[src/design/dpe_pkg.sv]
// ----------------------------------------------------------------------------
// dpe_pkg
// Shared types, constants and the phase ramp table of the double-pulse
// LED envelope.
// ----------------------------------------------------------------------------
package dpe_pkg;

    // field widths
    localparam int TIME_W      = 32;
    localparam int DUR_W       = 16;
    localparam int CH_W        = 8;
    localparam int CNT_W       = 8;
    localparam int COLOUR_W    = 24;
    localparam int PHASE_W     = 3;
    localparam int NUM_PHASES  = 6;
    localparam int CFG_IDX_W   = 3;
    localparam int USER_W      = 2;

    // divider geometry: dividend is elapsed (16b) times a span (8b)
    localparam int DIV_W       = DUR_W + CH_W;
    localparam int DIV_STEPS   = DIV_W;
    localparam int DIV_CNT_W   = $clog2(DIV_STEPS);

    // phase codes
    typedef logic [PHASE_W-1:0] t_phase;
    localparam t_phase PH_RISE_ONE = 3'd0;
    localparam t_phase PH_FALL_ONE = 3'd1;
    localparam t_phase PH_GAP_ONE  = 3'd2;
    localparam t_phase PH_RISE_TWO = 3'd3;
    localparam t_phase PH_FALL_TWO = 3'd4;
    localparam t_phase PH_GAP_TWO  = 3'd5;

    // brightness levels
    localparam logic [CH_W-1:0] LVL_GAP      = 8'd20;
    localparam logic [CH_W-1:0] LVL_PEAK_ONE = 8'd255;
    localparam logic [CH_W-1:0] LVL_PEAK_TWO = 8'd200;

    // register reset values
    localparam logic [DUR_W-1:0]    RST_RISE_ONE = 16'd130;
    localparam logic [DUR_W-1:0]    RST_FALL_ONE = 16'd190;
    localparam logic [DUR_W-1:0]    RST_GAP_ONE  = 16'd70;
    localparam logic [DUR_W-1:0]    RST_RISE_TWO = 16'd100;
    localparam logic [DUR_W-1:0]    RST_FALL_TWO = 16'd230;
    localparam logic [DUR_W-1:0]    RST_GAP_TWO  = 16'd360;
    localparam logic [COLOUR_W-1:0] RST_COLOUR   = 24'd0;
    localparam logic [CNT_W-1:0]    RST_TOTAL    = 8'd3;

    // configuration register indexes
    typedef enum logic [CFG_IDX_W-1:0] {
        CFG_RISE_ONE = 3'd0,
        CFG_FALL_ONE = 3'd1,
        CFG_GAP_ONE  = 3'd2,
        CFG_RISE_TWO = 3'd3,
        CFG_FALL_TWO = 3'd4,
        CFG_GAP_TWO  = 3'd5,
        CFG_COLOUR   = 3'd6,
        CFG_TOTAL    = 3'd7
    } t_cfg_idx;

    // colour channel select
    typedef logic [1:0] t_chan;
    localparam t_chan CH_RED   = 2'd0;
    localparam t_chan CH_GREEN = 2'd1;
    localparam t_chan CH_BLUE  = 2'd2;

    // result kind flags in tuser
    localparam logic [USER_W-1:0] USER_FRAME = 2'b01;
    localparam logic [USER_W-1:0] USER_DONE  = 2'b10;

    // configuration registers as one bundle
    typedef struct packed {
        logic [NUM_PHASES-1:0][DUR_W-1:0] dur;
        logic [COLOUR_W-1:0]              colour;
        logic [CNT_W-1:0]                 total;
    } t_cfg;

    // controller to datapath
    typedef struct packed {
        logic  load;
        logic  eval;
        logic  div_start;
        logic  scale;
        t_chan chan;
        logic  write;
    } t_cmd;

    // datapath to controller
    typedef struct packed {
        logic finish;
        logic div_done;
        logic out_free;
    } t_sts;

    // linear ramp of one phase: start level, span and direction
    typedef struct packed {
        logic [CH_W-1:0] from;
        logic [CH_W-1:0] span;
        logic            up;
    } t_ramp;

    function automatic t_ramp phase_ramp(input t_phase ph);
        t_ramp r;
        r.from = LVL_GAP;
        r.span = '0;
        r.up   = 1'b1;
        unique case (ph)
            PH_RISE_ONE: begin
                r.from = LVL_GAP;
                r.span = LVL_PEAK_ONE - LVL_GAP;
                r.up   = 1'b1;
            end
            PH_FALL_ONE: begin
                r.from = LVL_PEAK_ONE;
                r.span = LVL_PEAK_ONE - LVL_GAP;
                r.up   = 1'b0;
            end
            PH_RISE_TWO: begin
                r.from = LVL_GAP;
                r.span = LVL_PEAK_TWO - LVL_GAP;
                r.up   = 1'b1;
            end
            PH_FALL_TWO: begin
                r.from = LVL_PEAK_TWO;
                r.span = LVL_PEAK_TWO - LVL_GAP;
                r.up   = 1'b0;
            end
            default: begin
                r.from = LVL_GAP;
                r.span = '0;
                r.up   = 1'b1;
            end
        endcase
        return r;
    endfunction

endpackage

[src/design/dpe_div.sv]
// ----------------------------------------------------------------------------
// dpe_div
// Restoring unsigned divider, one quotient bit per cycle. Returns the low
// byte of the quotient; the caller guarantees it fits.
// ----------------------------------------------------------------------------
module dpe_div (
    input  logic                          i_clk,
    input  logic                          i_rst_n,
    input  logic                          i_start,
    input  logic [dpe_pkg::DIV_W-1:0]     i_dividend,
    input  logic [dpe_pkg::DUR_W-1:0]     i_divisor,
    output logic [dpe_pkg::CH_W-1:0]      o_quo,
    output logic                          o_done
);
    import dpe_pkg::*;

    logic                 r_busy;
    logic                 r_done;
    logic [DIV_CNT_W-1:0] r_cnt;
    logic [DUR_W-1:0]     r_rem;
    logic [DIV_W-1:0]     r_quo;

    logic [DUR_W:0]       trial;
    logic [DUR_W:0]       diff;
    logic                 fits;

    // trial subtract of the shifted remainder
    always_comb begin
        trial = {r_rem, r_quo[DIV_W-1]};
        diff  = trial - {1'b0, i_divisor};
        fits  = trial >= {1'b0, i_divisor};
    end

    // control
    always_ff @(posedge i_clk) begin
        if (!i_rst_n) begin
            r_busy <= 1'b0;
            r_done <= 1'b0;
            r_cnt  <= '0;
        end else begin
            r_done <= 1'b0;
            if (i_start) begin
                r_busy <= 1'b1;
                r_cnt  <= DIV_CNT_W'(DIV_STEPS - 1);
            end else if (r_busy) begin
                if (r_cnt == '0) begin
                    r_busy <= 1'b0;
                    r_done <= 1'b1;
                end else begin
                    r_cnt <= r_cnt - 1'b1;
                end
            end
        end
    end

    // remainder and quotient shift
    always_ff @(posedge i_clk) begin
        if (i_start) begin
            r_rem <= '0;
            r_quo <= i_dividend;
        end else if (r_busy) begin
            r_rem <= fits ? diff[DUR_W-1:0] : trial[DUR_W-1:0];
            r_quo <= {r_quo[DIV_W-2:0], fits};
        end
    end

    assign o_quo  = r_quo[CH_W-1:0];
    assign o_done = r_done;

endmodule

[src/design/dpe_dp.sv]
// ----------------------------------------------------------------------------
// dpe_dp
// Datapath: phase timing state, ramp product, divider, colour scaling and
// the output register.
// ----------------------------------------------------------------------------
module dpe_dp (
    input  logic                          i_clk,
    input  logic                          i_rst_n,
    input  dpe_pkg::t_cfg                 i_cfg,
    input  dpe_pkg::t_cmd                 i_cmd,
    output dpe_pkg::t_sts                 o_sts,
    input  logic [dpe_pkg::TIME_W-1:0]    i_now,
    input  logic                          i_out_ready,
    output logic                          o_out_valid,
    output logic [4*dpe_pkg::CH_W-1:0]    o_out_data,  // red, green, blue, level
    output logic [dpe_pkg::USER_W-1:0]    o_out_user   // frame_update, effect_done
);
    import dpe_pkg::*;

    // timing state
    logic [TIME_W-1:0] r_now;
    t_phase            r_phase;
    logic [TIME_W-1:0] r_begin;
    logic [CNT_W-1:0]  r_cycles;
    logic              r_running;
    logic              r_done;

    // per-item operands
    logic [DUR_W-1:0]  r_x;
    logic              r_zero;
    logic [DUR_W-1:0]  r_div;
    t_ramp             r_ramp;
    logic [CH_W-1:0]   r_level;
    logic [CH_W-1:0]   r_red;
    logic [CH_W-1:0]   r_green;
    logic [CH_W-1:0]   r_blue;

    // output register
    logic                  r_out_valid;
    logic [4*CH_W-1:0]     r_out_data;
    logic [USER_W-1:0]     r_out_user;

    t_phase            eff_phase;
    t_phase            next_phase;
    logic [TIME_W-1:0] eff_begin;
    logic [CNT_W-1:0]  eff_cycles;
    logic [CNT_W-1:0]  cycles_inc;
    logic [TIME_W-1:0] elapsed;
    logic [DUR_W-1:0]  dur;
    logic              advance;
    logic              wrap;
    logic              finish;

    logic [DIV_W-1:0]  product;
    logic [CH_W-1:0]   div_quo;
    logic              div_done;
    logic [CH_W-1:0]   quo;

    logic [CH_W-1:0]   chan_in;
    logic [CH_W:0]     level_inc;
    logic [2*CH_W:0]   scaled;

    // phase evaluation, restart when idle
    always_comb begin
        eff_phase  = (r_running && (r_phase <= PH_GAP_TWO)) ? r_phase : PH_RISE_ONE;
        eff_begin  = r_running ? r_begin : r_now;
        eff_cycles = r_running ? r_cycles : '0;
        elapsed    = r_now - eff_begin;
        dur        = i_cfg.dur[eff_phase];
        advance    = elapsed >= {{(TIME_W-DUR_W){1'b0}}, dur};
        wrap       = advance && (eff_phase == PH_GAP_TWO);
        cycles_inc = eff_cycles + 1'b1;
        finish     = wrap && (cycles_inc >= i_cfg.total);
        if (!advance) begin
            next_phase = eff_phase;
        end else if (wrap) begin
            next_phase = PH_RISE_ONE;
        end else begin
            next_phase = eff_phase + 1'b1;
        end
    end

    // timing state update
    always_ff @(posedge i_clk) begin
        if (!i_rst_n) begin
            r_phase   <= PH_RISE_ONE;
            r_begin   <= '0;
            r_cycles  <= '0;
            r_running <= 1'b0;
            r_done    <= 1'b0;
        end else if (i_cmd.eval) begin
            r_done <= finish;
            if (finish) begin
                r_phase   <= PH_RISE_ONE;
                r_begin   <= '0;
                r_cycles  <= '0;
                r_running <= 1'b0;
            end else begin
                r_phase   <= next_phase;
                r_begin   <= advance ? r_now : eff_begin;
                r_cycles  <= wrap ? cycles_inc : eff_cycles;
                r_running <= 1'b1;
            end
        end
    end

    // item capture and ramp operands
    always_ff @(posedge i_clk) begin
        if (i_cmd.load) begin
            r_now <= i_now;
        end
        if (i_cmd.eval) begin
            r_x    <= advance ? '0 : elapsed[DUR_W-1:0];
            r_zero <= advance || (elapsed == '0);
            r_div  <= dur;
            r_ramp <= phase_ramp(next_phase);
        end
    end

    // elapsed times span, divided by the phase duration
    assign product = DIV_W'(r_x) * DIV_W'(r_ramp.span);

    dpe_div u_div (
        .i_clk      (i_clk),
        .i_rst_n    (i_rst_n),
        .i_start    (i_cmd.div_start),
        .i_dividend (product),
        .i_divisor  (r_div),
        .o_quo      (div_quo),
        .o_done     (div_done)
    );

    // level from the quotient; a zero offset skips the divide result
    assign quo = r_zero ? '0 : div_quo;

    always_ff @(posedge i_clk) begin
        if (div_done) begin
            r_level <= r_ramp.up ? (r_ramp.from + quo) : (r_ramp.from - quo);
        end
    end

    // one colour channel per cycle through a shared multiplier
    always_comb begin
        case (i_cmd.chan)
            CH_RED:   chan_in = i_cfg.colour[3*CH_W-1:2*CH_W];
            CH_GREEN: chan_in = i_cfg.colour[2*CH_W-1:CH_W];
            CH_BLUE:  chan_in = i_cfg.colour[CH_W-1:0];
            default:  chan_in = '0;
        endcase
        level_inc = {1'b0, r_level} + 1'b1;
        scaled    = (2*CH_W+1)'(chan_in) * (2*CH_W+1)'(level_inc);
    end

    always_ff @(posedge i_clk) begin
        if (i_cmd.scale) begin
            case (i_cmd.chan)
                CH_RED:   r_red   <= scaled[2*CH_W-1:CH_W];
                CH_GREEN: r_green <= scaled[2*CH_W-1:CH_W];
                CH_BLUE:  r_blue  <= scaled[2*CH_W-1:CH_W];
                default:  ;
            endcase
        end
    end

    // output register
    always_ff @(posedge i_clk) begin
        if (!i_rst_n) begin
            r_out_valid <= 1'b0;
        end else if (i_cmd.write) begin
            r_out_valid <= 1'b1;
        end else if (i_out_ready) begin
            r_out_valid <= 1'b0;
        end
    end

    always_ff @(posedge i_clk) begin
        if (i_cmd.write) begin
            r_out_data <= r_done ? '0 : {r_level, r_blue, r_green, r_red};
            r_out_user <= r_done ? USER_DONE : USER_FRAME;
        end
    end

    assign o_sts.finish   = r_done;
    assign o_sts.div_done = div_done;
    assign o_sts.out_free = !r_out_valid || i_out_ready;

    assign o_out_valid = r_out_valid;
    assign o_out_data  = r_out_data;
    assign o_out_user  = r_out_user;

`ifndef SYNTHESIS
    // a stopped effect keeps no stale count or start time
    a_idle_clean: assert property (@(posedge i_clk) disable iff (!i_rst_n)
        !r_running |-> (r_cycles == '0) && (r_begin == '0))
        else $error("idle envelope holds stale timing state");

    // the ramp offset never reaches the full span
    a_quo_range: assert property (@(posedge i_clk) disable iff (!i_rst_n)
        div_done && !r_zero |-> (div_quo == '0) || (div_quo < r_ramp.span))
        else $error("ramp quotient out of range");

    // a finished run reports done with blank colour
    a_done_beat: assert property (@(posedge i_clk) disable iff (!i_rst_n)
        i_cmd.write && r_done |=> (o_out_user == USER_DONE) && (o_out_data == '0))
        else $error("finish beat carries colour");
`endif

endmodule

[src/design/dpe_ctrl.sv]
// ----------------------------------------------------------------------------
// dpe_ctrl
// Sequencer: accepts a tick, runs phase evaluation, the divide and the three
// channel scales (none on a finishing tick), then writes the output register.
// ----------------------------------------------------------------------------
module dpe_ctrl (
    input  logic          i_clk,
    input  logic          i_rst_n,
    input  logic          i_in_valid,
    output logic          o_in_ready,
    output dpe_pkg::t_cmd o_cmd,
    input  dpe_pkg::t_sts i_sts
);
    import dpe_pkg::*;

    typedef enum logic [5:0] {
        S_IDLE  = 6'b000001,
        S_EVAL  = 6'b000010,
        S_MUL   = 6'b000100,
        S_DIV   = 6'b001000,
        S_SCALE = 6'b010000,
        S_WRITE = 6'b100000
    } t_state;

    t_state r_state;
    t_state n_state;
    t_chan  r_chan;
    t_chan  n_chan;

    // next state and commands
    always_comb begin
        n_state = r_state;
        n_chan  = r_chan;
        o_cmd   = '0;
        unique case (r_state)
            S_IDLE: begin
                o_cmd.load = i_in_valid;
                if (i_in_valid) begin
                    n_state = S_EVAL;
                end
            end
            S_EVAL: begin
                o_cmd.eval = 1'b1;
                n_state    = S_MUL;
            end
            S_MUL: begin
                if (i_sts.finish) begin
                    n_state = S_WRITE;
                end else begin
                    o_cmd.div_start = 1'b1;
                    n_state         = S_DIV;
                end
            end
            S_DIV: begin
                if (i_sts.div_done) begin
                    n_chan  = CH_RED;
                    n_state = S_SCALE;
                end
            end
            S_SCALE: begin
                o_cmd.scale = 1'b1;
                o_cmd.chan  = r_chan;
                if (r_chan == CH_BLUE) begin
                    n_state = S_WRITE;
                end else begin
                    n_chan = r_chan + 1'b1;
                end
            end
            S_WRITE: begin
                if (i_sts.out_free) begin
                    o_cmd.write = 1'b1;
                    n_state     = S_IDLE;
                end
            end
            default: begin
                n_state = S_IDLE;
            end
        endcase
    end

    // state registers
    always_ff @(posedge i_clk) begin
        if (!i_rst_n) begin
            r_state <= S_IDLE;
            r_chan  <= CH_RED;
        end else begin
            r_state <= n_state;
            r_chan  <= n_chan;
        end
    end

    assign o_in_ready = (r_state == S_IDLE);

`ifndef SYNTHESIS
    // scaling only walks the three real channels
    a_chan_range: assert property (@(posedge i_clk) disable iff (!i_rst_n)
        (r_state == S_SCALE) |-> (r_chan == CH_RED) || (r_chan == CH_GREEN)
            || (r_chan == CH_BLUE))
        else $error("scale channel out of range");

    // divide completion starts scaling at red
    a_div_to_scale: assert property (@(posedge i_clk) disable iff (!i_rst_n)
        (r_state == S_DIV) && i_sts.div_done |=> (r_state == S_SCALE) && (r_chan == CH_RED))
        else $error("divide done did not start scaling");
`endif

endmodule

[src/design/double_pulse_led_envelope.sv]
// ----------------------------------------------------------------------------
// double_pulse_led_envelope
// Double-pulse brightness envelope driven by millisecond frame ticks.
// ----------------------------------------------------------------------------
// Each input beat is a frame tick carrying the millisecond time; each tick
// gives exactly one output beat. The envelope walks rise one, fall one, gap
// one, rise two, fall two and gap two, with durations from the registers,
// repeats cycle_total times, then returns a beat with effect_done set and
// blank colour and rearms for the next tick. A colour tick runs through
// evaluation, the 24-step serial divider and the three channel scales
// through one shared multiplier before it reaches the output register; a
// finishing tick goes from evaluation straight to the write. The next
// tick can be taken in the cycle after the write, and the write waits
// while the previous result is still held in the output register.
// One tick is worked on at a time, while the previous result may still wait
// in the output register.
// Configuration writes are taken every cycle and should be made while idle.
// ----------------------------------------------------------------------------
module double_pulse_led_envelope (
    input  logic                               i_clk,
    input  logic                               i_rst_n,
    // tick in
    input  logic                               s_axis_tvalid,
    output logic                               s_axis_tready,
    input  logic [dpe_pkg::TIME_W-1:0]         s_axis_tdata,   // now_ms
    // result out
    output logic                               m_axis_tvalid,
    input  logic                               m_axis_tready,
    output logic [4*dpe_pkg::CH_W-1:0]         m_axis_tdata,   // red_out, green_out,
                                                               // blue_out, level_out
    output logic [dpe_pkg::USER_W-1:0]         m_axis_tuser,   // frame_update, effect_done
    // configuration writes
    input  logic                               i_cfg_valid,
    output logic                               o_cfg_ready,
    input  logic [dpe_pkg::CFG_IDX_W-1:0]      i_cfg_index,
    input  logic [dpe_pkg::COLOUR_W-1:0]       i_cfg_data
);
    import dpe_pkg::*;

    t_cfg r_cfg;
    t_cmd cmd;
    t_sts sts;

    // configuration registers
    always_ff @(posedge i_clk) begin
        if (!i_rst_n) begin
            r_cfg.dur[PH_RISE_ONE] <= RST_RISE_ONE;
            r_cfg.dur[PH_FALL_ONE] <= RST_FALL_ONE;
            r_cfg.dur[PH_GAP_ONE]  <= RST_GAP_ONE;
            r_cfg.dur[PH_RISE_TWO] <= RST_RISE_TWO;
            r_cfg.dur[PH_FALL_TWO] <= RST_FALL_TWO;
            r_cfg.dur[PH_GAP_TWO]  <= RST_GAP_TWO;
            r_cfg.colour           <= RST_COLOUR;
            r_cfg.total            <= RST_TOTAL;
        end else if (i_cfg_valid) begin
            unique case (t_cfg_idx'(i_cfg_index)) inside
                CFG_RISE_ONE, CFG_FALL_ONE, CFG_GAP_ONE,
                CFG_RISE_TWO, CFG_FALL_TWO, CFG_GAP_TWO: begin
                    r_cfg.dur[i_cfg_index] <= i_cfg_data[DUR_W-1:0];
                end
                CFG_COLOUR: begin
                    r_cfg.colour <= i_cfg_data;
                end
                CFG_TOTAL: begin
                    r_cfg.total <= i_cfg_data[CNT_W-1:0];
                end
                default: ;
            endcase
        end
    end

    assign o_cfg_ready = 1'b1;

    dpe_ctrl u_ctrl (
        .i_clk      (i_clk),
        .i_rst_n    (i_rst_n),
        .i_in_valid (s_axis_tvalid),
        .o_in_ready (s_axis_tready),
        .o_cmd      (cmd),
        .i_sts      (sts)
    );

    dpe_dp u_dp (
        .i_clk       (i_clk),
        .i_rst_n     (i_rst_n),
        .i_cfg       (r_cfg),
        .i_cmd       (cmd),
        .o_sts       (sts),
        .i_now       (s_axis_tdata),
        .i_out_ready (m_axis_tready),
        .o_out_valid (m_axis_tvalid),
        .o_out_data  (m_axis_tdata),
        .o_out_user  (m_axis_tuser)
    );

endmodule
[config.mk]
export PLATFORM = sky130hd
export DESIGN_NAME = double_pulse_led_envelope
export DESIGN_NICKNAME = d
export VERILOG_FILES = /design/src/design/dpe_pkg.sv /design/src/design/dpe_div.sv /design/src/design/dpe_dp.sv /design/src/design/dpe_ctrl.sv /design/src/design/double_pulse_led_envelope.sv
export SDC_FILE = /design/constraint.sdc
export NUM_CORES = 1
export LEC_CHECK = 0
export BUFFER_PORTS_ARGS = -buffer_cell sky130_fd_sc_hd__buf_2
export CORE_AREA = 2 2 214 216
export CTS_CLUSTER_DIAMETER = 60
export CTS_CLUSTER_SIZE = 24
export DETAILED_ROUTE_END_ITERATION = 10
export DIE_AREA = 0 0 216 218
export PLACE_DENSITY_LB_ADDON = 0.05
export SLEW_MARGIN = 5
export SYNTH_ARGS = -nofsm -noshare
export SYNTH_HDL_FRONTEND = slang
export SYNTH_SLANG_ARGS = --single-unit
export TNS_END_PERCENT = 50
[constraint.sdc]
create_clock -name i_clk -period 6.6 [get_ports i_clk]
set_input_delay 0.99 -clock i_clk [delete_from_list [all_inputs] [get_ports i_clk]]
set_output_delay 0.99 -clock i_clk [all_outputs]
set_load 0.005 [all_outputs]
Yosys cells after proc, flatten, opt, wreduce, memory -nomap -nowiden. Index checks and enable logic that the tools add are counted.

Output and inout port bits: 37. Bits in registers: 377. Input bits: 64.

Multipliers: 2. Mux-type cells: 49. Magnitude comparators: 7. $add $sub $neg: 9. Eq/ne operators: 26. Reductions and logical operators: 28. Bitwise logic cells: 3.

Operators by type and width (count): $bwmux 96 (1); $mux 32 (3); $pmux 17 s4 (1); $bmux 16 s3 (1); $demux 16 s3 (1); $mux 16 (3); $mux 24 (2); $mux 8 (5); $pmux 6 s6 (1); $ge 32x16->1 (1); $logic_not 32->1 (1); $sub 32x32->32 (1); $mux 6 (5); $mul 16x8->24 (1); $pmux 8 s3 (1); $eq 3x3->1 const B (6); $ge 17x16->1 (1); $mul 8x9->16 (1); $reduce_and 2->1 (8); $sub 16x16->16 (1); $mux 3 (5); $mux 5 (3); $mux 1 (13); $add 8x1->9 const B (1); 37 further kinds (57).

Longest topological paths before layout. Gate-level depths: netlist of the first run.

Word-level depth: 11. Depth in mapped cells: 26. Depth with buffers taken out: 23.

Cells and area by module. Synthesis of the first run repeated with hierarchy kept, for this count alone.

Cells, all modules: 2535. Area, all modules: 24907.6 µm².

By module, submodules not included: dpe_dp (area an instance 16422.0 µm², seq. area each 5064.9 µm², instances 1, cells each 1688); double_pulse_led_envelope (area an instance 4817.1 µm², seq. area each 2562.5 µm², instances 1, cells each 464); dpe_div (area an instance 3138.0 µm², seq. area each 1181.1 µm², instances 1, cells each 317); dpe_ctrl (area an instance 530.5 µm², seq. area each 160.2 µm², instances 1, cells each 66).

Worst setup path before layout of the first run. Ideal clock, no wire load.

Kind: register to register. Start: reg u_ctrl.r_state[5]. End: reg u_dp.r_blue[7], data pin. Path buffers: 1. Cell stages (with the launch flop): 21. Arrival time: 5.860 ns. Setup slack: 0.471 ns. Cells stage by stage: dfxtp_1 > nor4_1 > nand2_1 > clkbuf_1 > a221oi_1 > nor2_1 > fa_1 > inv_1 > fa_1 > inv_1 > fa_1 > fa_1 > ha_1 > a2111oi_0 > a21oi_1 > a21oi_1 > o21ai_0 > a211oi_1 > inv_1 > a21oi_1 > xnor2_1.

Word-level cells in the longest chain between the ends: 5.

RTL lines: start: declaration (RTL line dpe_ctrl.sv:25) `t_state r_state;`; start signal: assignment (RTL line dpe_ctrl.sv:87) `r_state <= n_state;`; $eq 6x5->1 (*) (RTL line dpe_ctrl.sv:35) `unique case (r_state)`; $mux 3 (*) (RTL line dpe_ctrl.sv:35); $eq 2x2->1 (tied with other cells) (RTL line dpe_dp.sv:144) `case (i_cmd.chan)`; $pmux 8 s3 (*) (RTL line dpe_dp.sv:144); $mul 8x9->16 (*) (RTL line dpe_dp.sv:151) `scaled = (2*CH_W+1)'(chan_in) * (2*CH_W+1)'(level_inc);`; named net u_dp.scaled[15] (RTL line dpe_dp.sv:61) `logic [2*CH_W:0] scaled;`; end signal: assignment (RTL line dpe_dp.sv:159) `CH_BLUE: r_blue <= scaled[2*CH_W-1:CH_W];`; end: declaration (RTL line dpe_dp.sv:36) `logic [CH_W-1:0] r_blue;`.

Mark *: on every way through the listed nets, which the timed path passes. The rest lies on a longest branch. A chain may end at the register's enable or synchronous reset.

Worst setup path after layout of the first run.
Start: reg u_ctrl.r_state[5]. End: reg u_dp.r_green[7], data pin.

Word-level cells in the longest chain between the ends: 5.

RTL lines: $eq 6x5->1 (*) (RTL line dpe_ctrl.sv:35); $mux 3 (*) (RTL line dpe_ctrl.sv:35); $eq 2x2->1 (tied with other cells) (RTL line dpe_dp.sv:144); $pmux 8 s3 (*) (RTL line dpe_dp.sv:144); $mul 8x9->16 (*) (RTL line dpe_dp.sv:151); named net u_dp.scaled[15] (RTL line dpe_dp.sv:61); end signal: assignment (RTL line dpe_dp.sv:158) `CH_GREEN: r_green <= scaled[2*CH_W-1:CH_W];`; end: declaration (RTL line dpe_dp.sv:35) `logic [CH_W-1:0] r_green;`.

Marks and branches as above.

==> summary.md, run 1 <==
| Metric | Value |
|---|---|
| Max-slew violation count | 0 |
| Total power divided by cell area | 312 nW/um^2 |
| Syn nets | 2969 |
| Clock tree from TritonCTS | yes |
| Worst hold margin | 0.466 ns |
| Top delay family on crit path | adder cells |
| Routed vias | 18800 |
| Fmax | 0.161 GHz |
| Buffers added on ports | 99 |
| Largest stage delay on the critical path | 0.59 ns |
| GRT Overall Usage | 0.250 |
| Row Count | 78 |
| Floorplan die area | 47100 um^2 |
| Largest cells by area after synthesis | edfxtp_1 (20%), dfxtp_1 (17%), fa_1 (10%) |
| Cell area after placement | 25400 um^2 |
| Number of instances resized during post-cts repair | 0 |
| Worst vdd rail ir drop | 0.282 mV |
| Worst Reg-to-Reg Cells | 20 |
| Destination of the worst register-to-register timing path | u_dp.r_green[7]$_DFFE_PP_ |
| Fraction of synthesis flops using an asynchronous set or reset pin | 0 |
| DRC violations left | 0 |
| I/O Pins | 101 |
| Clock-pin slew reported for the worst setup and hold paths after clock tree synthesis | 0.08 ns |
| Worst Max-Slew Pin Slew | 1.26 ns |
| Growth of design area from synthesis to finish | 9.15% |
| Sink count of the clock tree | 367 |
| Total of max-cap violations | 0 |
| Global placer's final weighted congestion | 0.891 |
| Type of element capturing the critical path | flip-flop |
| Hold path depth | 2 |
| Share of Yosys cell area claimed by the top area cell type | 0.200 |
| Combined area of all synthesized cells | 24300 um^2 |
| Clock buffers created by TritonCTS | 31 |
| Least setup slack across all paths after layout | 0.380 ns |
| Die Y-Extent | 218 um |
| Fill count | 3939 |
| Total Routed Length | 58000 um |
| Critical Path, Cell by Cell | or4_1 > nor2_2 > nand3_1 > a21oi_1 > a221oi_1 > or2_2 > fa_1 > fa_1 > inv_1 > fa_1 > fa_1 > ha_1 > a2111oi_1 > a21oi_1 > a21oi_1 > o21ai_0 > a211oi_2 > inv_1 > a21oi_1 > xnor2_1 |
| Average via count per standard cell | 5.68 |
| Critical Path Start Type | flip-flop |
| Data arrival, critical path | 6.57 ns |
| Routed wire length per instance | 17.6 um |
| Post-Syn Area per Cell | 9.28 um^2 |
| Cell with the biggest individual delay on the critical path | or4_1 |
| DRT antenna net count | 0 |
| Setup violations, final | 0 |
| Dpl hpwl | 43400 um |
| Dpl ws | 0.160 ns |
| Setup repair after global routing missed its margin | false |
| Cells after Synth | 2616 |
| Most common cell after layout, fill and taps aside | nand2_1 |
| R2R setup slack | 0.38 ns |
| Worst skew pair latency | 0.63 ns |
| Horiz. Die Dim | 216 um |
| Number of design-rule violations left by the first detailed-router iteration | 1129 |
| Global route total overflow | 0 |
| Critical path class | flip-flop to flip-flop |
| Outcome | complete, no violations |
| Clk root buf | clkbuf_16 |
| Aggregate negative setup slack | 0 ns |
| Post-synth EDFFs | 162 |
| Path class of the lowest-slack min-delay path | flip-flop to flip-flop |
| Proportion of synthesized chip area in sequential cells | 0.369 |
| Ant diodes | 0 |
| Min Clock Period, post-route | 6.22 ns |
| Global-route wire length before repair | 95900 um |
| Core area | 44900 um^2 |
| Largest area contributor in the netlist | edfxtp_1 |
| Worst hold start | r_cfg[62]$_SDFFE_PN0P_ |
| Clk_skew | 0.0215 ns |
| Part of the cycle the worst path needs | 0.942 |
| Post-route design area | 26500 um^2 |
| Total Nets Final | 3031 |
| Most used DFF post-synth | dfxtp_1 |
| Via count of the first global-routing pass | 18400 |
| H-tree depth | 1 |
| Share of layout cells above drive strength 1 | 0.0881 |
| Worst hold endpoint | r_cfg[62]$_SDFFE_PN0P_ |
| Clk buf depth | 3 |
| Number of warnings reported in the yosys synthesis log | 0 |
| Library cells used by synthesis | 86 |
| Hold Fails Final Rpt | 0 |
| Cts hold-fix bufs | 0 |
| Effective utilization at floorplan | 0.541 |
| Yosys reg bits | 367 |
| Highest-count cells in the layout ignoring fill and taps | nand2_1 (439), inv_1 (213), dfxtp_1 (204) |
| Headroom to the max-slew limit | 0.160 |
| Post-CTS setup-driven buffer insertion count | 0 |
| Required @ worst endpoint | 6.95 ns |
| Number of antenna violations at the first check in global routing | 0 |
| Maximum fanout along the worst path | 6 |
| Static leakage | 0.0111 uW |
| Launch instance of the worst register-to-register path | u_ctrl.r_state[5]$_SDFFE_PN0P_ |
| Pin count of the biggest net entering global routing | 82 |
| Buffers & Inverters on Critical Path | 2 |
| First-pass DRT Iterations | 5 |
report_power, final:
group / internal (uW) / switching [uW] / total, uW
Clock: 948 / 1020 / 1970
Combinational: 1560 / 2100 / 3660
Sequential: 2520 / 116 / 2630
Total: 5020 / 3240 / 8260
cell families (layout without fill, tap and decap cells):
logic type,Yosys count,after routing,synth area share
muxes,49,49,0.0203
buffers and inverters,325,412,0.0526
other,1,1,0.000154
DFF,367,367,0.369
adders and majority gates,289,289,0.188
and+or+nand+nor,963,963,0.184
xor gates and xnor gates,79,79,0.0285
AOI/OAI and AO/OA,543,543,0.157
worst max-delay path by stage:
stage,start,endpoint,slack [ns],cells past startpoint
floorplan,u_ctrl.r_state[5]$_SDFFE_PN0P_,u_dp.r_blue[7]$_DFFE_PP_,0.47,20
global placement,u_ctrl.r_state[5]$_SDFFE_PN0P_,u_dp.r_red[7]$_DFFE_PP_,0.27,20
detailed placement,u_ctrl.r_state[1]$_SDFFE_PN0P_,u_dp.r_green[7]$_DFFE_PP_,0.16,21
CTS,u_ctrl.r_state[5]$_SDFFE_PN0P_,u_dp.r_green[7]$_DFFE_PP_,0.14,21
global route,u_ctrl.r_state[1]$_SDFFE_PN0P_,u_dp.r_red[7]$_DFFE_PP_,0.0005,21
finish,u_ctrl.r_state[5]$_SDFFE_PN0P_,u_dp.r_green[7]$_DFFE_PP_,0.38,20
flip-flops by register name (all words and copies together), names as in the netlist, 2 cells and up:
signal / flops
r_cfg: 128
u_dp.o_out_data: 32
u_dp.r_begin: 32
u_dp.r_now: 32
u_dp.u_div.r_quo: 24
u_dp.r_div: 16
u_dp.r_x: 16
u_dp.u_div.r_rem: 16
u_dp.r_blue: 8
u_dp.r_cycles: 8
u_dp.r_green: 8
u_dp.r_level: 8
u_dp.r_red: 8
u_dp.r_ramp: 7
u_ctrl.r_state: 6
u_dp.u_div.r_cnt: 5
u_dp.r_phase: 3
u_ctrl.r_chan: 2
u_dp.o_out_user: 2
per-layer routing:
layer | part of all wire | global-route usage | vias to the layer above | wire [um]
met1 | 0.45 | 0.339 | 9062 | 26200
met2 | 0.47 | 0.423 | 429 | 27400
met3 | 0.048 | 0.0293 | 79 | 2790
li1 | - | - | 9185 | -
met4 | 0.028 | 0.0731 | 0 | 1620
met5 | 0 | 0 | - | 0
worst reg2reg max path: stages (launching register included):
cell       delay, ns
dfxtp_1         0.37
or4_1           0.59
nor2_2          0.26
nand3_1         0.11
a21oi_1         0.15
a221oi_1        0.07
or2_2           0.31
fa_1            0.51
fa_1            0.55
inv_1           0.06
fa_1            0.50
fa_1            0.50
ha_1            0.23
a2111oi_1       0.37
a21oi_1         0.16
a21oi_1         0.29
o21ai_0         0.26
a211oi_2        0.30
inv_1           0.07
a21oi_1         0.18
xnor2_1         0.11
synthesized netlist by cell type, types with 7 or more instances:
library cell and instances:
nand2_1 439, inv_1 214, dfxtp_1 205, edfxtp_1 162, ha_1 162, nor2_1 159
fa_1 127, a21boi_0 112, nand3_1 96, a21oi_1 91, o21ai_0 90, clkbuf_1 88
and2_1 56, nor2b_1 56, xnor2_1 49, mux2i_1 48, a22o_1 33, nor3_1 30
xor2_1 30, nand2b_1 29, a21o_1 28, a31oi_1 23, and3_1 20, o21a_1 19
nand4_1 18, o22ai_1 16, or2_2 15, a211oi_1 14, or3_1 12, nor4_1 10
o221ai_1 10, a221oi_1 9, o211ai_1 9, o21ai_1 9, clkbuf_2 8, o311ai_0 8
a211o_1 7
per-stage QoR:
step	utilization	power, uW	cells
2_1_floorplan	-	5540	2616
3_3_place_gp	0.565	6220	3245
3_5_place_dp	0.565	6300	3245
4_1_cts	0.590	8300	3303
5_1_grt	0.590	8920	3303
6_report	0.590	8260	3303
cell type report:
class	instances	area (um^2)	area share
multi-input combinational	1924	14100	0.531
sequential	367	8970	0.339
inverter	216	811	0.0306
timing repair buffer	138	791	0.0298
clock buffer	33	783	0.0296
tap	600	751	0.0283
clock inverter	25	318	0.0120
Power figures use the tool's default switching activity.
==> inputs of run 2 (changes only) <==
--- a/config.mk
+++ b/config.mk
@@ -5,6 +5,7 @@
 export SDC_FILE = /design/constraint.sdc
 export NUM_CORES = 1
 export LEC_CHECK = 0
+export ABC_AREA = 0
 export BUFFER_PORTS_ARGS = -buffer_cell sky130_fd_sc_hd__buf_2
 export CORE_AREA = 2 2 214 216
 export CTS_CLUSTER_DIAMETER = 60
@@ -12,6 +13,7 @@
 export DETAILED_ROUTE_END_ITERATION = 10
 export DIE_AREA = 0 0 216 218
 export PLACE_DENSITY_LB_ADDON = 0.05
+export REMOVE_ABC_BUFFERS = 1
 export SLEW_MARGIN = 5
 export SYNTH_ARGS = -nofsm -noshare
 export SYNTH_HDL_FRONTEND = slang
==> run 2 against run 1 <==
Clock-buffer cell count up 8; clock power rose by 11%; non-clock buffer count increased by 4; global-route usage down 0.11 points; sequential power is essentially flat; clock skew increased by 0.019 ns; critical path depth stayed put; power rose by 2.9%; via count decreased by 0.25%; critical endpoint is now u_dp.r_red[7]$_DFFE_PP_.
==> summary.md, run 2 (same netlist as run 1, synthesis figures left out) <==
| Metric | Value |
|---|---|
| Number of design-rule violations left by the first detailed-router iteration | 1234 (was 1129) |
| Total Nets Final | 3039 (was 3031) |
| Global placer's final weighted congestion | 0.875 (was 0.891) |
| Maximum fanout along the worst path | 6 (unchanged) |
| Area used by multi-input combinational logic | 14100 um^2 (about the same) |
| Data arrival, critical path | 6.49 ns (was 6.57 ns) |
| Setup repair after global routing missed its margin | false (unchanged) |
| Critical Path Start Type | flip-flop (unchanged) |
| Growth of design area from synthesis to finish | 10.0% (was 9.15%) |
| Cell with the biggest individual delay on the critical path | or4_1 (unchanged) |
| Fraction of power consumed by sequential logic | 0.311 (was 0.319) |
| Most common cell after layout, fill and taps aside | nand2_1 (unchanged) |
| Sequential standard cell area | 8970 um^2 (unchanged) |
| Max-slew violation count | 0 (unchanged) |
| Min Clock Period, post-route | 6.17 ns (was 6.22 ns) |
| Setup violations, final | 0 (unchanged) |
| Path class of the lowest-slack min-delay path | flip-flop to flip-flop (unchanged) |
| Clk buf depth | 3 (unchanged) |
| Fill count | 3896 (was 3939) |
| Worst skew pair latency | 0.59 ns (was 0.63 ns) |
| Outcome | complete, no violations (unchanged) |
| Effective utilization at floorplan | 0.541 (unchanged) |
| Type of element capturing the critical path | flip-flop (unchanged) |
| Total Routed Length | 57900 um (was 58000 um) |
| Headroom to the max-slew limit | 0.193 (was 0.160) |
| Total of max-cap violations | 0 (unchanged) |
| Dpl hpwl | 43200 um (was 43400 um) |
| Global-route wire length before repair | 94700 um (was 95900 um) |
| Via count of the first global-routing pass | 18100 (was 18400) |
| Worst vdd rail ir drop | 0.303 mV (was 0.282 mV) |
| Global route total overflow | 0 (unchanged) |
| Worst hold margin | 0.463 ns (was 0.466 ns) |
| Top delay family on crit path | adder cells (unchanged) |
| Critical Path, Cell by Cell | or4_1 > nor2_2 > nand3_1 > a21oi_1 > a221oi_1 > or2_2 > fa_1 > fa_1 > inv_1 > fa_1 > fa_1 > ha_1 > a2111oi_0 > a21oi_1 > a21oi_2 > o21ai_1 > a211oi_2 > inv_1 > a21oi_1 > xnor2_1 (was or4_1 > nor2_2 > nand3_1 > a21oi_1 > a221oi_1 > or2_2 > fa_1 > fa_1 > inv_1 > fa_1 > fa_1 > ha_1 > a2111oi_1 > a21oi_1 > a21oi_1 > o21ai_0 > a211oi_2 > inv_1 > a21oi_1 > xnor2_1) |
| Clk root buf | clkbuf_16 (unchanged) |
| Routed vias | 18700 (was 18800) |
| H-tree depth | 2 (was 1) |
| Share of layout cells above drive strength 1 | 0.0921 (was 0.0881) |
| Sink count of the clock tree | 367 (unchanged) |
| Cell-internal power | 5250 uW (was 5020 uW) |
| Ant diodes | 0 (unchanged) |
| Max reg flops | 128 (unchanged) |
| Library cell appearing most often on the critical path | fa_1 |
| Worst Max-Slew Pin Slew | 1.20 ns (was 1.26 ns) |
| First-pass DRT Iterations | 7 (was 5) |
| Required @ worst endpoint | 6.92 ns (was 6.95 ns) |
| DRT antenna net count | 0 (unchanged) |
| Part of the power in combinational logic | 0.431 (was 0.443) |
| DRC violations left | 0 (unchanged) |
| Clk_skew | 0.0405 ns (was 0.0215 ns) |
| Critical path class | flip-flop to flip-flop (unchanged) |
| Buffers & Inverters on Critical Path | 2 (unchanged) |
| Highest-count cells in the layout ignoring fill and taps | nand2_1 (439), inv_1 (213), dfxtp_1 (204) (unchanged) |
| Launch instance of the worst register-to-register path | u_ctrl.r_state[5]$_SDFFE_PN0P_ (unchanged) |
| Hold Fails Final Rpt | 0 (unchanged) |
| Horiz. Die Dim | 216 um (unchanged) |
| Fraction of power consumed by the clock network | 0.258 (was 0.238) |
| Net switching fraction of the power | 0.382 (was 0.392) |
| Cts hold-fix bufs | 0 (unchanged) |
| Clock buffers created by TritonCTS | 35 (was 31) |
| Part of the cycle the worst path needs | 0.935 (was 0.942) |
| Total design power | 8500 uW (was 8260 uW) |
| Pin count of the biggest net entering global routing | 125 (was 82) |
| Clock-pin slew reported for the worst setup and hold paths after clock tree synthesis | 0.08 ns (about the same) |
| Floorplan die area | 47100 um^2 (unchanged) |
| CP startpoint | u_ctrl.r_state[5]$_SDFFE_PN0P_ (unchanged) |
| Total power divided by cell area | 318 nW/um^2 (was 312 nW/um^2) |
| GRT Overall Usage | 0.249 (was 0.250) |
| Die Y-Extent | 218 um (unchanged) |
| I/O Pins | 101 (unchanged) |
| Core area | 44900 um^2 (unchanged) |
| Worst hold start | u_dp.r_cycles[7]$_SDFFE_PN0P_ (was r_cfg[62]$_SDFFE_PN0P_) |
| Largest stage delay on the critical path | 0.58 ns (was 0.59 ns) |
| Row Count | 78 (unchanged) |
| Average via count per standard cell | 5.65 (was 5.68) |
| Routed wire length per instance | 17.5 um (was 17.6 um) |
| Fmax | 0.162 GHz (was 0.161 GHz) |
| Net switching power | 3250 uW (was 3240 uW) |
| Number of antenna violations at the first check in global routing | 0 (unchanged) |
| Register bank with the most flops | r_cfg (unchanged) |
| Clock tree from TritonCTS | yes (unchanged) |
| Buffers added on ports | 99 (unchanged) |
| Static leakage | 0.0112 uW (was 0.0111 uW) |
==> run 2: final timing paths <==
| path | to | slack, ns | cells past startpoint |
|---|---|---|---|
| setup / recovery | u_dp.r_red[7]$_DFFE_PP_ | 0.43 | 20 |
| hold / removal | u_dp.r_cycles[7]$_SDFFE_PN0P_ | 0.46 | 2 |
| setup reg to reg | u_dp.r_red[7]$_DFFE_PP_ | 0.43 | 20 |
| hold reg to reg | u_dp.r_cycles[7]$_SDFFE_PN0P_ | 0.46 | 2 |
==> run 2: metal layers <==
metal | vias up | global-route usage | routed length, um
met5 | - | 0 | 0
met4 | 0 | 0.0710 | 1300
met3 | 71 | 0.0282 | 2710
met2 | 430 | 0.410 | 26800
met1 | 9016 | 0.348 | 27100
li1 | 9191 | - | -
==> run 2: layout make-up <==
| type | instances | area share |
|---|---|---|
| clock inverter | 23 | 0.0112 |
| sequential | 367 | 0.336 |
| multi-input combinational | 1924 | 0.528 |
| clock buffer | 41 | 0.0356 |
| timing repair buffer | 142 | 0.0307 |
| inverter | 216 | 0.0304 |
| tap | 600 | 0.0281 |
==> run 2: timing repair <==
action                     CTS  global route
setup endpoints to repair    9             9
hold endpoints to repair     0             0
buffers inserted             0             0
gates resized for setup      5             5
==> run 2: stage by stage <==
step	cells	TNS [ns]	cell area, um^2	util	setup WS [ns]
2_1_floorplan	2507	-9.76	23800	-	-0.305
3_3_place_gp	3249	-0.570	25400	0.566	-0.190
3_5_place_dp	3249	-1.92	25400	0.566	-0.408
4_1_cts	3313	0	26700	0.594	0.0845
5_1_grt	3313	0	26700	0.595	0.0529
6_report	3313	0	26700	0.595	0.431
==> run 2: worst min-delay path, delay by kind of cell, from the launching register on <==
family / cells / cell delay [ns]
flops: 1 / 0.32
simple gates: 1 / 0.05
compound gates: 1 / 0.05
==> run 2: power groups by stage <==
| stage | clock network (uW) | registers [uW] | logic, uW |
|---|---|---|---|
| 2_1_floorplan | 0 | 2650 | 2860 |
| 3_5_place_dp | 0 | 2690 | 3640 |
| 5_1_grt | 2330 | 2660 | 4170 |
| 4_1_cts | 2240 | 2640 | 3670 |
| 3_3_place_gp | 0 | 2690 | 3560 |
| 6_report | 2190 | 2650 | 3660 |
==> inputs of run 3 (changes only) <==
--- a/config.mk
+++ b/config.mk
@@ -7,15 +7,15 @@
 export LEC_CHECK = 0
 export ABC_AREA = 0
 export BUFFER_PORTS_ARGS = -buffer_cell sky130_fd_sc_hd__buf_2
-export CORE_AREA = 2 2 214 216
+export CORE_AREA = 2 2 333 335
 export CTS_CLUSTER_DIAMETER = 60
 export CTS_CLUSTER_SIZE = 24
 export DETAILED_ROUTE_END_ITERATION = 10
-export DIE_AREA = 0 0 216 218
+export DIE_AREA = 0 0 335 337
 export PLACE_DENSITY_LB_ADDON = 0.05
 export REMOVE_ABC_BUFFERS = 1
-export SLEW_MARGIN = 5
 export SYNTH_ARGS = -nofsm -noshare
 export SYNTH_HDL_FRONTEND = slang
+export SYNTH_HIERARCHICAL = 1
 export SYNTH_SLANG_ARGS = --single-unit
 export TNS_END_PERCENT = 50
==> run 3 against run 2 <==
Utilization decreased by 33 points; via count shrank 2.5%; synthesized cell count down 3.1%; power up 8.4%; largest power group unchanged; fmax grew 0.44%; first-iteration DRC count fell by 36%.
==> summary.md, run 3 <==
| Metric | Value |
|---|---|
| Library cells used by synthesis | 101 (was 86) |
| Global placer's final weighted congestion | 0.827 (was 0.875) |
| CP startpoint | u_ctrl/r_state[1]$_SDFFE_PN0P_ (was u_ctrl.r_state[5]$_SDFFE_PN0P_) |
| Proportion of synthesized chip area in sequential cells | 0.360 (was 0.369) |
| Number of warnings reported in the yosys synthesis log | 6 (was 0) |
| Type of element capturing the critical path | flip-flop (unchanged) |
| Combined area of all synthesized cells | 24900 um^2 (was 24300 um^2) |
| Cell types with the highest counts after synthesis | nand2_1 (322), inv_1 (232), dfxtp_1 (205) (was nand2_1 (439), inv_1 (214), dfxtp_1 (205)) |
| Fmax | 0.163 GHz (was 0.162 GHz) |
| Routed wire length per instance | 17.7 um (was 17.5 um) |
| Final Instance Count excl. Fillers | 4095 (was 3313) |
| Die Y-Extent | 337 um (was 218 um) |
| Total of max-cap violations | 0 (unchanged) |
| Yosys reg bits | 367 (unchanged) |
| Required @ worst endpoint | 6.97 ns (was 6.92 ns) |
| Clk buf depth | 3 (unchanged) |
| Library cell appearing most often on the critical path | fa_1 (unchanged) |
| Clk root buf | clkbuf_16 (unchanged) |
| Hold Fails Final Rpt | 0 (unchanged) |
| Clk_skew | 0.0247 ns (was 0.0405 ns) |
| Register bank with the most flops | r_cfg (unchanged) |
| Horiz. Die Dim | 335 um (was 216 um) |
| Buffers added on ports | 99 (unchanged) |
| Effective utilization at floorplan | 0.227 (was 0.541) |
| Max reg flops | 128 (unchanged) |
| Sink count of the clock tree | 367 (unchanged) |
| Via count of the first global-routing pass | 19100 (was 18100) |
| Final core area utilization | 0.264 (was 0.595) |
| Highest-count cells in the layout ignoring fill and taps | nand2_1 (322), inv_1 (232), dfxtp_1 (204) (was nand2_1 (439), inv_1 (213), dfxtp_1 (204)) |
| Pin count of the biggest net entering global routing | 81 (was 125) |
| Launch instance of the worst register-to-register path | u_ctrl/r_state[1]$_SDFFE_PN0P_ (was u_ctrl.r_state[5]$_SDFFE_PN0P_) |
| Top delay family on crit path | adder cells (unchanged) |
| Headroom to the max-slew limit | 0.147 (was 0.193) |
| Largest area contributor in the netlist | edfxtp_1 (unchanged) |
| Cell with the biggest individual delay on the critical path | or4_4 (was or4_1) |
| Post-Syn Area per Cell | 9.83 um^2 (was 9.28 um^2) |
| First-pass DRT Iterations | 5 (was 7) |
| Hold path depth | 2 (unchanged) |
| Cells after Synth | 2535 (was 2616) |
| Most used DFF post-synth | dfxtp_1 (unchanged) |
| Post-CTS setup-driven buffer insertion count | 0 (unchanged) |
| Clock tree from TritonCTS | yes (unchanged) |
| Critical Path, Cell by Cell | or4_4 > nor3_1 > nor2b_1 > buf_4 > nand2_1 > o21ai_1 > buf_4 > nand2_1 > fa_1 > fa_1 > inv_1 > fa_1 > inv_1 > fa_1 > inv_1 > ha_1 > and3_1 > a21oi_1 > o21ai_0 > o211a_1 > o21a_1 > o21a_1 > nor2_1 > xnor2_1 (was or4_1 > nor2_2 > nand3_1 > a21oi_1 > a221oi_1 > or2_2 > fa_1 > fa_1 > inv_1 > fa_1 > fa_1 > ha_1 > a2111oi_0 > a21oi_1 > a21oi_2 > o21ai_1 > a211oi_2 > inv_1 > a21oi_1 > xnor2_1) |
| Number of placed cells counting well taps | 3989 (was 3249) |
| Post-synth EDFFs | 162 (unchanged) |
| Worst Max-Slew Pin Slew | 1.27 ns (was 1.20 ns) |
| Total Nets Final | 2974 (was 3039) |
| Total power divided by cell area | 318 nW/um^2 (about the same) |
| Part of the cycle the worst path needs | 0.931 (was 0.935) |
| DRT antenna net count | 0 (unchanged) |
| Largest cells by area after synthesis | edfxtp_1 (20%), dfxtp_1 (16%), fa_1 (10%) (was edfxtp_1 (20%), dfxtp_1 (17%), fa_1 (10%)) |
| Most common cell after layout, fill and taps aside | nand2_1 (unchanged) |
| Min Clock Period, post-route | 6.14 ns (was 6.17 ns) |
| Worst vdd rail ir drop | 0.202 mV (was 0.303 mV) |
| Static leakage | 0.0123 uW (was 0.0112 uW) |
| Clock-pin slew reported for the worst setup and hold paths after clock tree synthesis | 0.06 ns (was 0.08 ns) |
| Share of Yosys cell area claimed by the top area cell type | 0.195 (was 0.200) |
| Critical path class | flip-flop to flip-flop (unchanged) |
| H-tree depth | 2 (unchanged) |
| Global route total overflow | 0 (unchanged) |
| GRT Overall Usage | 0.130 (was 0.249) |
| Number of antenna violations at the first check in global routing | 0 (unchanged) |
| Fraction of synthesis flops using an asynchronous set or reset pin | 0 (unchanged) |
| Largest stage delay on the critical path | 0.57 ns (was 0.58 ns) |
| Total Routed Length | 72600 um (was 57900 um) |
| Data arrival, critical path | 6.52 ns (was 6.49 ns) |
| Critical Path Start Type | flip-flop (unchanged) |
| Ant diodes | 0 (unchanged) |
| Dpl hpwl | 54400 um (was 43200 um) |
| Setup violations, final | 0 (unchanged) |
| Clock buffers created by TritonCTS | 56 (was 35) |
| Outcome | complete, no violations (unchanged) |
| Growth of design area from synthesis to finish | 16.4% (was 10.0%) |
| Share of layout cells above drive strength 1 | 0.124 (was 0.0921) |
| Worst skew pair latency | 0.65 ns (was 0.59 ns) |
| Max-slew violation count | 0 (unchanged) |
| I/O Pins | 101 (unchanged) |
| Global-route wire length before repair | 115000 um (was 94700 um) |
| Number of cells on the critical path | 24 (was 20) |
| Row Count | 122 (was 78) |
| DRC violations left | 0 (unchanged) |
| Maximum fanout along the worst path | 10 (was 6) |
| Worst Reg-to-Reg Cells | 24 (was 20) |
| Path class of the lowest-slack min-delay path | flip-flop to flip-flop (unchanged) |
| Core area | 110000 um^2 (was 44900 um^2) |
| Routed vias | 18200 (was 18700) |
| Leading cell type by number of instances after synthesis | nand2_1 (unchanged) |
| Buffers & Inverters on Critical Path | 5 (was 2) |
| Setup repair after global routing missed its margin | false (unchanged) |
| Floorplan die area | 113000 um^2 (was 47100 um^2) |
| Number of design-rule violations left by the first detailed-router iteration | 795 (was 1234) |
| Worst hold start | r_cfg[59]$_SDFFE_PN0P_ (was u_dp.r_cycles[7]$_SDFFE_PN0P_) |
| Average via count per standard cell | 4.46 (was 5.65) |
run 3: routing by layer:
| metal | up-vias | GRT usage | part of all wire |
|---|---|---|---|
| li1 | 9019 | - | - |
| met4 | 0 | 0.0332 | 0.021 |
| met2 | 243 | 0.216 | 0.46 |
| met1 | 8904 | 0.175 | 0.49 |
| met5 | - | 0 | 0 |
| met3 | 83 | 0.0205 | 0.031 |
run 3: cell type report:
| class | instances | area, um^2 |
|---|---|---|
| clock buffers | 62 | 1470 |
| clock inverters | 44 | 495 |
| fillers | 11600 | 80600 |
| inverters | 236 | 886 |
| multi-input cells | 1808 | 14500 |
| flip-flops and latches | 367 | 8970 |
| well taps | 1426 | 1780 |
| repair buffers | 152 | 925 |
run 3: logic make-up after synthesis:
family | after synthesis | share of synthesized area
simple gates | 805 | 0.161
compound gates | 424 | 0.119
flops | 367 | 0.360
buf+inv | 360 | 0.0621
fa+ha+maj | 289 | 0.183
mux | 211 | 0.0871
xor+xnor | 78 | 0.0274
other cells | 1 | 0.000151
run 3: what timing repair did:
| action | CTS | global route |
|---|---|---|
| resized for setup | 0 | 2 |
| setup endpoints to repair | 0 | 6 |
| hold buffers | 0 | 0 |
run 3: worst paths after layout:
check                                                  to  slack, ns
worst max-delay path            u_dp/r_green[7]$_DFFE_PP_       0.46
worst min register to register     r_cfg[59]$_SDFFE_PN0P_       0.46
worst min-delay path               r_cfg[59]$_SDFFE_PN0P_       0.46
worst max register to register  u_dp/r_green[7]$_DFFE_PP_       0.46
run 3: worst register-to-register path, cell delays in order, from the launching register on:
cell and delay, ns:
dfxtp_1 0.38, or4_4 0.57, nor3_1 0.22, nor2b_1 0.16, buf_4 0.17, nand2_1 0.06, o21ai_1 0.22, buf_4 0.21
nand2_1 0.07, fa_1 0.49, fa_1 0.54, inv_1 0.05, fa_1 0.47, inv_1 0.05, fa_1 0.53, inv_1 0.04
ha_1 0.34, and3_1 0.19, a21oi_1 0.10, o21ai_0 0.14, o211a_1 0.27, o21a_1 0.20, o21a_1 0.19, nor2_1 0.11
xnor2_1 0.10
run 3: power breakdown:
group | internal, uW | leakage (uW) | switching, uW
logic | 1530 | 0.00818 | 2010
clock network | 1850 | 0.000947 | 1280
registers | 2460 | 0.00314 | 77.4
run 3: per-stage QoR:
step / hold slack (ns) / setup slack, ns / instance area (um^2) / power (uW) / TNS [ns]
4_1_cts: 0.459 / 0.193 / 29000 / 9460 / 0
2_1_floorplan: 0.432 / -1.18 / 24200 / 5310 / -64.10
3_5_place_dp: 0.448 / 0.190 / 27000 / 6200 / 0
6_report: 0.457 / 0.459 / 29000 / 9210 / 0
3_3_place_gp: 0.442 / 0.331 / 27000 / 6220 / 0
5_1_grt: 0.472 / 0.0243 / 29000 / 10000 / 0
